**config.mk**
```make
export PLATFORM = sky130hd
export DESIGN_NAME = byte_stuffing_deframer_xor_check_core
export DESIGN_NICKNAME = d
export VERILOG_FILES = /design/src/hw/rtl/dfx_pkg.sv /design/src/hw/rtl/dfx_front.sv /design/src/hw/rtl/dfx_queue.sv /design/src/hw/rtl/dfx_back.sv /design/src/hw/rtl/byte_stuffing_deframer_xor_check_core.sv
export VERILOG_INCLUDE_DIRS = /design/src /design/src/hw/rtl
export SDC_FILE = /design/constraint.sdc
export NUM_CORES = 1
export LEC_CHECK = 0
export BUFFER_PORTS_ARGS = -buffer_cell sky130_fd_sc_hd__buf_2
export CELL_PAD_IN_SITES_DETAIL_PLACEMENT = 0
export CELL_PAD_IN_SITES_GLOBAL_PLACEMENT = 1
export CORE_ASPECT_RATIO = 0.8
export CORE_MARGIN = 5
export CORE_UTILIZATION = 42
export CTS_BUF_LIST = sky130_fd_sc_hd__clkbuf_16
export DETAILED_ROUTE_END_ITERATION = 6
export HOLD_SLACK_MARGIN = 0.15
export PLACE_DENSITY_LB_ADDON = 0.1
export SYNTH_ARGS = -nofsm -noshare
export SYNTH_HDL_FRONTEND = slang
export SYNTH_SLANG_ARGS = --single-unit
```
**constraint.sdc**
```tcl
create_clock -name clk -period 3.4 [get_ports clk]
set_input_delay 0.51 -clock clk [delete_from_list [all_inputs] [get_ports clk]]
set_output_delay 0.51 -clock clk [all_outputs]
set_load 0.1 [all_outputs]
```
**src/hw/rtl/assert_macros.svh**
```systemverilog
// Assertion macros shared by the deframer RTL.
`ifndef ASSERT_MACROS_SVH
`define ASSERT_MACROS_SVH

// Checked at every clock edge outside reset.
`define DFX_ASSERT(lbl, prop, msg) \
  lbl: assert property (@(posedge clk) disable iff (rst) prop) else $error(msg);

// Checked at every clock edge, reset included.
`define DFX_ASSERT_ALWAYS(lbl, prop, msg) \
  lbl: assert property (@(posedge clk) prop) else $error(msg);

`endif

```
**src/hw/rtl/dfx_pkg.sv**
```systemverilog
// Types and constants of the byte-stuffing deframer.
`timescale 1ns / 1ps
package dfx_pkg;

  localparam int QDepth = 4;
  localparam int QPtrW  = $clog2(QDepth);
  localparam int QCntW  = $clog2(QDepth + 1);

  typedef enum logic [2:0] {
    ST_HUNT = 3'd0,
    ST_FLAG = 3'd1,
    ST_ADDR = 3'd2,
    ST_CTRL = 3'd3,
    ST_DATA = 3'd4,
    ST_ESC  = 3'd5
  } state_t;

  typedef enum logic [1:0] {
    KIND_PAYLOAD = 2'd0,
    KIND_GOOD    = 2'd1,
    KIND_BAD     = 2'd2,
    KIND_DISC    = 2'd3
  } kind_t;

  typedef enum logic [2:0] {
    REG_FLAG   = 3'd0,
    REG_ESCAPE = 3'd1,
    REG_ADDR   = 3'd2,
    REG_INFO0  = 3'd3,
    REG_INFO1  = 3'd4,
    REG_DISC   = 3'd5
  } reg_idx_t;

  typedef struct packed {
    logic [7:0] flag_byte;
    logic [7:0] escape_byte;
    logic [7:0] address_byte;
    logic [7:0] info_code_zero;
    logic [7:0] info_code_one;
    logic [7:0] disconnect_code;
  } cfg_t;

  typedef struct packed {
    kind_t      kind;
    logic [7:0] payload;
    logic       seq;
    logic       last;
  } result_t;

  typedef struct packed {
    logic [1:0] n;
    result_t    r0;
    result_t    r1;
  } push_t;

endpackage

```
**src/hw/rtl/dfx_front.sv**
```systemverilog
// Front end: header parser and destuffer, emits up to two results per byte.
`timescale 1ns / 1ps
module dfx_front (
  input  logic          clk,
  input  logic          rst,
  input  logic          accept,
  input  logic [7:0]    rx_byte,
  input  dfx_pkg::cfg_t cfg,
  output dfx_pkg::push_t push
);
  import dfx_pkg::*;

  state_t     state, state_next;
  logic [7:0] control_seen, control_seen_next;
  logic [7:0] held_byte, held_byte_next;
  logic       held_valid, held_valid_next;
  logic [7:0] running_xor, running_xor_next;
  logic       expected_sequence, expected_sequence_next;

  logic is_flag, is_esc, is_info, hdr_ok;
  result_t r0, r1;
  logic [1:0] n;

  assign is_flag = (rx_byte == cfg.flag_byte);
  assign is_esc  = (rx_byte == cfg.escape_byte);
  assign is_info = (rx_byte == cfg.info_code_zero) || (rx_byte == cfg.info_code_one);
  assign hdr_ok  = (rx_byte == (cfg.address_byte ^ control_seen));

  // next state
  always_comb begin
    state_next = state;
    unique case (state)
      ST_HUNT: if (is_flag) state_next = ST_FLAG;
      ST_FLAG: begin
        if (rx_byte == cfg.address_byte) state_next = ST_ADDR;
        else if (!is_flag) state_next = ST_HUNT;
      end
      ST_ADDR: begin
        if (is_info) state_next = ST_CTRL;
        else if (is_flag) state_next = ST_FLAG;
        else state_next = ST_HUNT;
      end
      ST_CTRL: begin
        if (hdr_ok) state_next = ST_DATA;
        else if (is_flag) state_next = ST_FLAG;
        else state_next = ST_HUNT;
      end
      ST_DATA: begin
        if (is_esc) state_next = ST_ESC;
        else if (is_flag) state_next = held_valid ? ST_HUNT : ST_FLAG;
      end
      ST_ESC:  state_next = ST_DATA;
      default: state_next = ST_HUNT;
    endcase
  end

  // results and datapath
  always_comb begin
    n = 2'd0;
    r0 = '0;
    r1 = '0;
    control_seen_next      = control_seen;
    held_byte_next         = held_byte;
    held_valid_next        = held_valid;
    running_xor_next       = running_xor;
    expected_sequence_next = expected_sequence;
    unique case (state)
      ST_ADDR: begin
        if (is_info) control_seen_next = rx_byte;
        else if (!is_flag && rx_byte == cfg.disconnect_code) begin
          n = 2'd1;
          r0.kind = KIND_DISC;
        end
      end
      ST_CTRL: begin
        if (hdr_ok) begin
          held_valid_next  = 1'b0;
          held_byte_next   = '0;
          running_xor_next = '0;
        end
      end
      ST_DATA: begin
        if (is_esc) begin
        end else if (is_flag) begin
          if (held_valid) begin
            n = 2'd1;
            r0.seq = expected_sequence;
            if (held_byte == running_xor) begin
              r0.kind = KIND_GOOD;
              expected_sequence_next = ~expected_sequence;
            end else begin
              r0.kind = KIND_BAD;
            end
            held_valid_next = 1'b0;
          end
        end else begin
          if (held_valid) begin
            n = 2'd1;
            r0.payload = held_byte;
            running_xor_next = running_xor ^ held_byte;
          end
          held_byte_next  = rx_byte;
          held_valid_next = 1'b1;
        end
      end
      ST_ESC: begin
        held_byte_next  = rx_byte;
        held_valid_next = 1'b1;
        if (is_esc || is_flag) begin
          if (held_valid) begin
            n = 2'd1;
            r0.payload = held_byte;
            running_xor_next = running_xor ^ held_byte;
          end
        end else if (held_valid) begin
          n = 2'd2;
          r0.payload = held_byte;
          r1.payload = cfg.escape_byte;
          running_xor_next = running_xor ^ held_byte ^ cfg.escape_byte;
        end else begin
          n = 2'd1;
          r0.payload = cfg.escape_byte;
          running_xor_next = running_xor ^ cfg.escape_byte;
        end
      end
      default: begin
      end
    endcase
    r0.last = (n == 2'd1);
    r1.last = (n == 2'd2);
  end

  assign push.n  = accept ? n : 2'd0;
  assign push.r0 = r0;
  assign push.r1 = r1;

  always_ff @(posedge clk) begin
    if (rst) begin
      state             <= ST_HUNT;
      control_seen      <= '0;
      held_byte         <= '0;
      held_valid        <= 1'b0;
      running_xor       <= '0;
      expected_sequence <= 1'b1;
    end else if (accept) begin
      state             <= state_next;
      control_seen      <= control_seen_next;
      held_byte         <= held_byte_next;
      held_valid        <= held_valid_next;
      running_xor       <= running_xor_next;
      expected_sequence <= expected_sequence_next;
    end
  end

endmodule

```
**src/hw/rtl/dfx_queue.sv**
```systemverilog
// Result queue between front and back: two writes, one read per cycle.
`timescale 1ns / 1ps
module dfx_queue (
  input  logic                   clk,
  input  logic                   rst,
  input  dfx_pkg::push_t         push,
  input  logic                   pop,
  output dfx_pkg::result_t       head,
  output logic [dfx_pkg::QCntW-1:0] count
);
  import dfx_pkg::*;

  result_t          slots [QDepth];
  logic [QPtrW-1:0] wr_ptr, rd_ptr, wr_ptr_inc;

  assign wr_ptr_inc = wr_ptr + QPtrW'(1);
  assign head = slots[rd_ptr];

  always_ff @(posedge clk) begin
    if (push.n != 2'd0) slots[wr_ptr] <= push.r0;
    if (push.n == 2'd2) slots[wr_ptr_inc] <= push.r1;
  end

  always_ff @(posedge clk) begin
    if (rst) begin
      wr_ptr <= '0;
      rd_ptr <= '0;
      count  <= '0;
    end else begin
      wr_ptr <= wr_ptr + QPtrW'(push.n);
      if (pop) rd_ptr <= rd_ptr + QPtrW'(1);
      count <= count + QCntW'(push.n) - QCntW'(pop);
    end
  end

endmodule

```
**src/hw/rtl/dfx_back.sv**
```systemverilog
// Back end: output register that drains the result queue.
`timescale 1ns / 1ps
module dfx_back (
  input  logic                      clk,
  input  logic                      rst,
  input  dfx_pkg::result_t          head,
  input  logic [dfx_pkg::QCntW-1:0] count,
  output logic                      pop,
  input  logic                      out_stall,
  output logic                      out_valid,
  output dfx_pkg::result_t          out_res
);
  import dfx_pkg::*;

  assign pop = (count != '0) && (!out_valid || !out_stall);

  always_ff @(posedge clk) begin
    if (rst) begin
      out_valid <= 1'b0;
    end else if (pop) begin
      out_valid <= 1'b1;
    end else if (!out_stall) begin
      out_valid <= 1'b0;
    end
  end

  always_ff @(posedge clk) begin
    if (pop) out_res <= head;
  end

endmodule

```
**src/hw/rtl/byte_stuffing_deframer_xor_check_core.sv**
```systemverilog
// Top level of the byte-stuffing deframer with XOR checks.
//
//   channel  direction  handshake            payload
//   rx       in         in_valid / in_stall  rx_byte
//   result   out        out_valid/out_stall  kind, payload_byte, ack_sequence, last
//   config   in         APB psel/penable     paddr, pwdata, prdata
//
// The parser takes one byte per cycle while in_stall is low and writes its 0 to 2
// results into a 4-entry queue; the output register drains one result per cycle
// while out_stall does not hold it.
// in_stall rises while the queue holds more than 2 results.
// Reset is synchronous; registers return to their defaults, queue empties.
`timescale 1ns / 1ps
`include "assert_macros.svh"
module byte_stuffing_deframer_xor_check_core (
  input  logic        clk,
  input  logic        rst,
  input  logic        in_valid,
  output logic        in_stall,
  input  logic [7:0]  rx_byte,
  output logic        out_valid,
  input  logic        out_stall,
  output logic [1:0]  kind,
  output logic [7:0]  payload_byte,
  output logic        ack_sequence,
  output logic        last,
  input  logic        psel,
  input  logic        penable,
  input  logic        pwrite,
  input  logic [4:0]  paddr,
  input  logic [31:0] pwdata,
  output logic [31:0] prdata,
  output logic        pready
);
  import dfx_pkg::*;

  cfg_t             cfg;
  push_t            push;
  result_t          head, out_res;
  logic [QCntW-1:0] q_count;
  logic             pop, accept, cfg_wr;
  reg_idx_t         reg_idx;

  assign pready  = 1'b1;
  assign reg_idx = reg_idx_t'(paddr[4:2]);
  assign cfg_wr  = psel && penable && pwrite;

  always_ff @(posedge clk) begin
    if (rst) begin
      cfg.flag_byte       <= 8'd126;
      cfg.escape_byte     <= 8'd125;
      cfg.address_byte    <= 8'd3;
      cfg.info_code_zero  <= 8'd0;
      cfg.info_code_one   <= 8'd64;
      cfg.disconnect_code <= 8'd11;
    end else if (cfg_wr) begin
      unique case (reg_idx)
        REG_FLAG:   cfg.flag_byte       <= pwdata[7:0];
        REG_ESCAPE: cfg.escape_byte     <= pwdata[7:0];
        REG_ADDR:   cfg.address_byte    <= pwdata[7:0];
        REG_INFO0:  cfg.info_code_zero  <= pwdata[7:0];
        REG_INFO1:  cfg.info_code_one   <= pwdata[7:0];
        REG_DISC:   cfg.disconnect_code <= pwdata[7:0];
        default: begin
        end
      endcase
    end
  end

  always_comb begin
    unique case (reg_idx)
      REG_FLAG:   prdata = {24'd0, cfg.flag_byte};
      REG_ESCAPE: prdata = {24'd0, cfg.escape_byte};
      REG_ADDR:   prdata = {24'd0, cfg.address_byte};
      REG_INFO0:  prdata = {24'd0, cfg.info_code_zero};
      REG_INFO1:  prdata = {24'd0, cfg.info_code_one};
      REG_DISC:   prdata = {24'd0, cfg.disconnect_code};
      default:    prdata = '0;
    endcase
  end

  assign in_stall = (q_count > QCntW'(QDepth - 2));
  assign accept   = in_valid && !in_stall;

  dfx_front u_front (
    .clk     (clk),
    .rst     (rst),
    .accept  (accept),
    .rx_byte (rx_byte),
    .cfg     (cfg),
    .push    (push)
  );

  dfx_queue u_queue (
    .clk   (clk),
    .rst   (rst),
    .push  (push),
    .pop   (pop),
    .head  (head),
    .count (q_count)
  );

  dfx_back u_back (
    .clk       (clk),
    .rst       (rst),
    .head      (head),
    .count     (q_count),
    .pop       (pop),
    .out_stall (out_stall),
    .out_valid (out_valid),
    .out_res   (out_res)
  );

  assign kind         = out_res.kind;
  assign payload_byte = out_res.payload;
  assign ack_sequence = out_res.seq;
  assign last         = out_res.last;

  `DFX_ASSERT(a_q_bound, q_count <= QCntW'(QDepth), "queue overfilled")
  `DFX_ASSERT(a_room, !in_stall |-> (q_count <= QCntW'(QDepth - 2)), "no room for transaction")
  `DFX_ASSERT(a_no_push_stalled, in_stall |-> (push.n == 2'd0), "push while stalled")
  `DFX_ASSERT(a_pop_nonempty, pop |-> (q_count != '0), "pop from empty queue")
  `DFX_ASSERT_ALWAYS(a_rst_out, rst |=> !out_valid, "output valid after reset")

endmodule

```
==> impl_metrics.toml <==
[timing]
period_share_pct = 87.4
drv_slew = 0
finalHoldViolCount = 0
fmax_ghz = 0.337
period_needed_ns = 2.97
max_slew_margin_pct = 34.9
fin_setup_tns_ns = 0
rsz0062_at_grt = "false"
finalSetupViolCount = 0
fin_skew_ns = 0.0115
tightest_slew_ns = 0.975

[power_and_ir_drop]
irDropWorstVdd_mv = 0.316
p_seq_share_pct = 39.3
internal_power_mw = 3.21
netSwitchingPower_mw = 1.86
p_total_mw = 5.07
swShare_pct = 36.7
clock_power_share_pct = 36.0
combPwrFrac_pct = 24.7
power_leakage_nw = 3.29
power_density_mw_per_mm2 = 522

[yosys]
synth.top_cell.area_share_pct = 22.7
synth-async-reset-ratio_pct = 0
synth_seq_cells = 145
yosys.area.top_type = "dfxtp_1"
synthTopCellsByCount = "dfxtp_1, nor2_1, nand2_1, edfxtp_1, mux2i_1"
synth_area_leaders = "dfxtp_1, edfxtp_1, mux2i_1"
avgSynthCellArea_um2 = 10.1
synthFlopType = "dfxtp_1"
synth_enable_flop_cells = 48
yosysMostFrequentCell = "dfxtp_1"
ys_warn_count = 0
syn_inst = 850
synthDistinctLibCells = 76
seq_area_frac_synth_pct = 39.6
syn_area_mm2 = 0.00855

[floorplanning]
num_rows = 46
ioPinCount = 99
die_x_um = 170
die_y_um = 138
initial_core_util_pct = 42.9
dieArea_mm2 = 0.0233
coreArea_mm2 = 0.0199

[drt]
vias = 6970
dr.first_iter.drc_count = 522
drcViolationCount = 0
vias_per_cell = 5.89
drtAntennaViolNets = 0
dr.pass1.iters = 5
wirelength_mm = 25.4
wl_per_cell_um = 21.4

[grt]
grt.overflow.total = 0
antenna_found_initial = 0
gr-usage-all-layers_pct = 22.1
grt_first_pass_wirelength_mm = 39.3
grt_max_degree = 66
grt_pass1_vias = 6725

[critical_path]
cp_num_buf_inv = 0
arrival_ns = 3.25
critPathMaxStageDelay_ns = 0.54
startpoint_type = "register"
cp_top_family = "adder cells"
crit_path_end_kind = "register"
crit_fanout = 7
crit_required_ns = 3.68
cp_cell_sequence = "xnor2_1, nand4_2, nor2_2, nor2_1, ha_1, nand2_1, and2_1, a21oi_1, ha_1, fa_1, xor2_1, xnor2_1, nor2_1"
crit_slowest_cell = "dfxtp_1"
critPathKind = "reg2reg"

[cts]
cts_setup_buffers = 0
clock_latency_ns = 0.43
clock-sinks = 145
cts_inserted_buffers = 17
h-tree-depth = 4
cts_tree = "built"
cts_resized = 0
cts_buffer_depth = 2
cts_hold_buf = 0
cts-root-buf = "clkbuf_16"
clk_pin_slew_ns = 0.07

[worst_hold_path]
hp-class = "in2reg"

[cells_and_area]
drive_above_1_share_pct = 21.4
fin_nets = 965
antennaDiodeCount = 0
multi_input_area_mm2 = 0.00468
area_growth_pct = 13.8
nFillCells = 1894
regArea_mm2 = 0.00338

[placement]
dp_hpwl_mm = 18.8
portBuffers = 47
gp_congestion = 0.885

[job]
cap_viol_max_count = 0

[run_status]
status = "finished clean"
[path summary, 6_finish.rpt]
kind / end / cells after the start / slack [ns] / startpoint
hold / removal: u_back.out_valid / 3 / 0.36 / out_stall
setup / recovery: u_queue.count[2] / 13 / 0.43 / cfg[38]
hold reg to reg: u_back.out_valid / 2 / 0.49 / u_back.out_valid
setup reg to reg: u_queue.count[2] / 13 / 0.43 / cfg[38]
[area by class of cell]
class	instances	share of cell area, %
clock inverter	12	0.759
multi-input combinational	618	48.2
clock buffer	20	5.15
timing repair buffer	107	7.05
inverter	18	0.695
tap	264	3.40
sequential	145	34.8
[cells by family (layout without fill, tap and decap cells)]
logic type / after synthesis / count (layout) / synth area share [%]
compound gates: 171 / 171 / 15.6
xor+xnor: 71 / 71 / 8.56
fa+ha+maj: 6 / 6 / 0.966
buf+inv: 110 / 157 / 6.72
flops: 145 / 145 / 39.6
mux: 66 / 66 / 9.84
other cells: 2 / 25 / 0.0879
simple gates: 279 / 279 / 18.6
[worst reg2reg max path: cells and delay by family, from the launching register on]
family | cells | cell delay (ns)
adder cells (fa/ha/maj) | 3 | 0.97
AND/OR/NAND/NOR | 6 | 0.67
flip-flops | 1 | 0.54
XOR/XNOR | 3 | 0.51
AO/OA/AOI/OAI | 1 | 0.13
[per-stage QoR]
step / utilization (%) / setup WS [ns] / cell area (µm²) / hold slack [ns] / instances
global placement: 45.9 / 0.174 / 9150 / 0.451 / 1152
finish: 48.8 / 0.430 / 9720 / 0.361 / 1184
detailed placement: 45.9 / 0.158 / 9150 / 0.487 / 1152
floorplan: - / -0.0533 / 8640 / 0.469 / 873
CTS: 48.8 / 0.400 / 9720 / 0.347 / 1184
global route: 48.8 / 0.204 / 9720 / 0.349 / 1184
[state kept, by name, summed over array words and instances, names as in the netlist, 2 cells and up]
signal / cells
u_back.out_res: 12
cfg: 48
u_front.held_byte: 8
u_queue.rd_ptr: 2
u_front.state: 3
u_queue.wr_ptr: 2
u_queue.slots: 48
u_front.running_xor: 8
u_queue.count: 3
u_front.control_seen: 8
[layout by cell type, fill, tap and decap left out, types with 7 or more instances in the layout]
cell type  netlist  routed
o22ai_2          7       8
or4b_1           8       8
a211o_1         18      18
mux2i_1         48      48
xor2_1          18      18
xnor3_1          8       8
nor3_1          18      18
nor2_1          73      73
nand3_1          9       9
nor4_1          10      10
buf_2           17      47
nor4b_1         12      12
nand2_1         50      50
mux4_2          14      14
conb_1           2      25
dfxtp_1         97      97
o22ai_1         30      29
buf_4           33      60
o311ai_1         8       8
xnor2_1         45      45
clkbuf_16        0      20
nand4_1         16      16
inv_1           18      19
and4_1           7       7
a21oi_1         32      32
nor2b_1         27      27
a211oi_1        13      13
edfxtp_1        48      48
[layer usage]
metal	vias to the layer above	global-route usage, %	share of wire, %
li1	3255	-	-
met1	3451	32.4	49
met2	240	32.5	43
met3	24	5.71	7.5
met4	0	5.14	1.1
met5	-	0	0
[power groups by stage]
stage               registers, mW  logic [mW]  clock network [mW]
finish                       1.99        1.25                1.83
global route                 2.01        1.31                1.92
CTS                          2.00        1.26                1.85
detailed placement           2.03        1.26                   0
global placement             2.03        1.25                   0
floorplan                    2.45       0.623                   0
(Power assumes the default switching activity.)
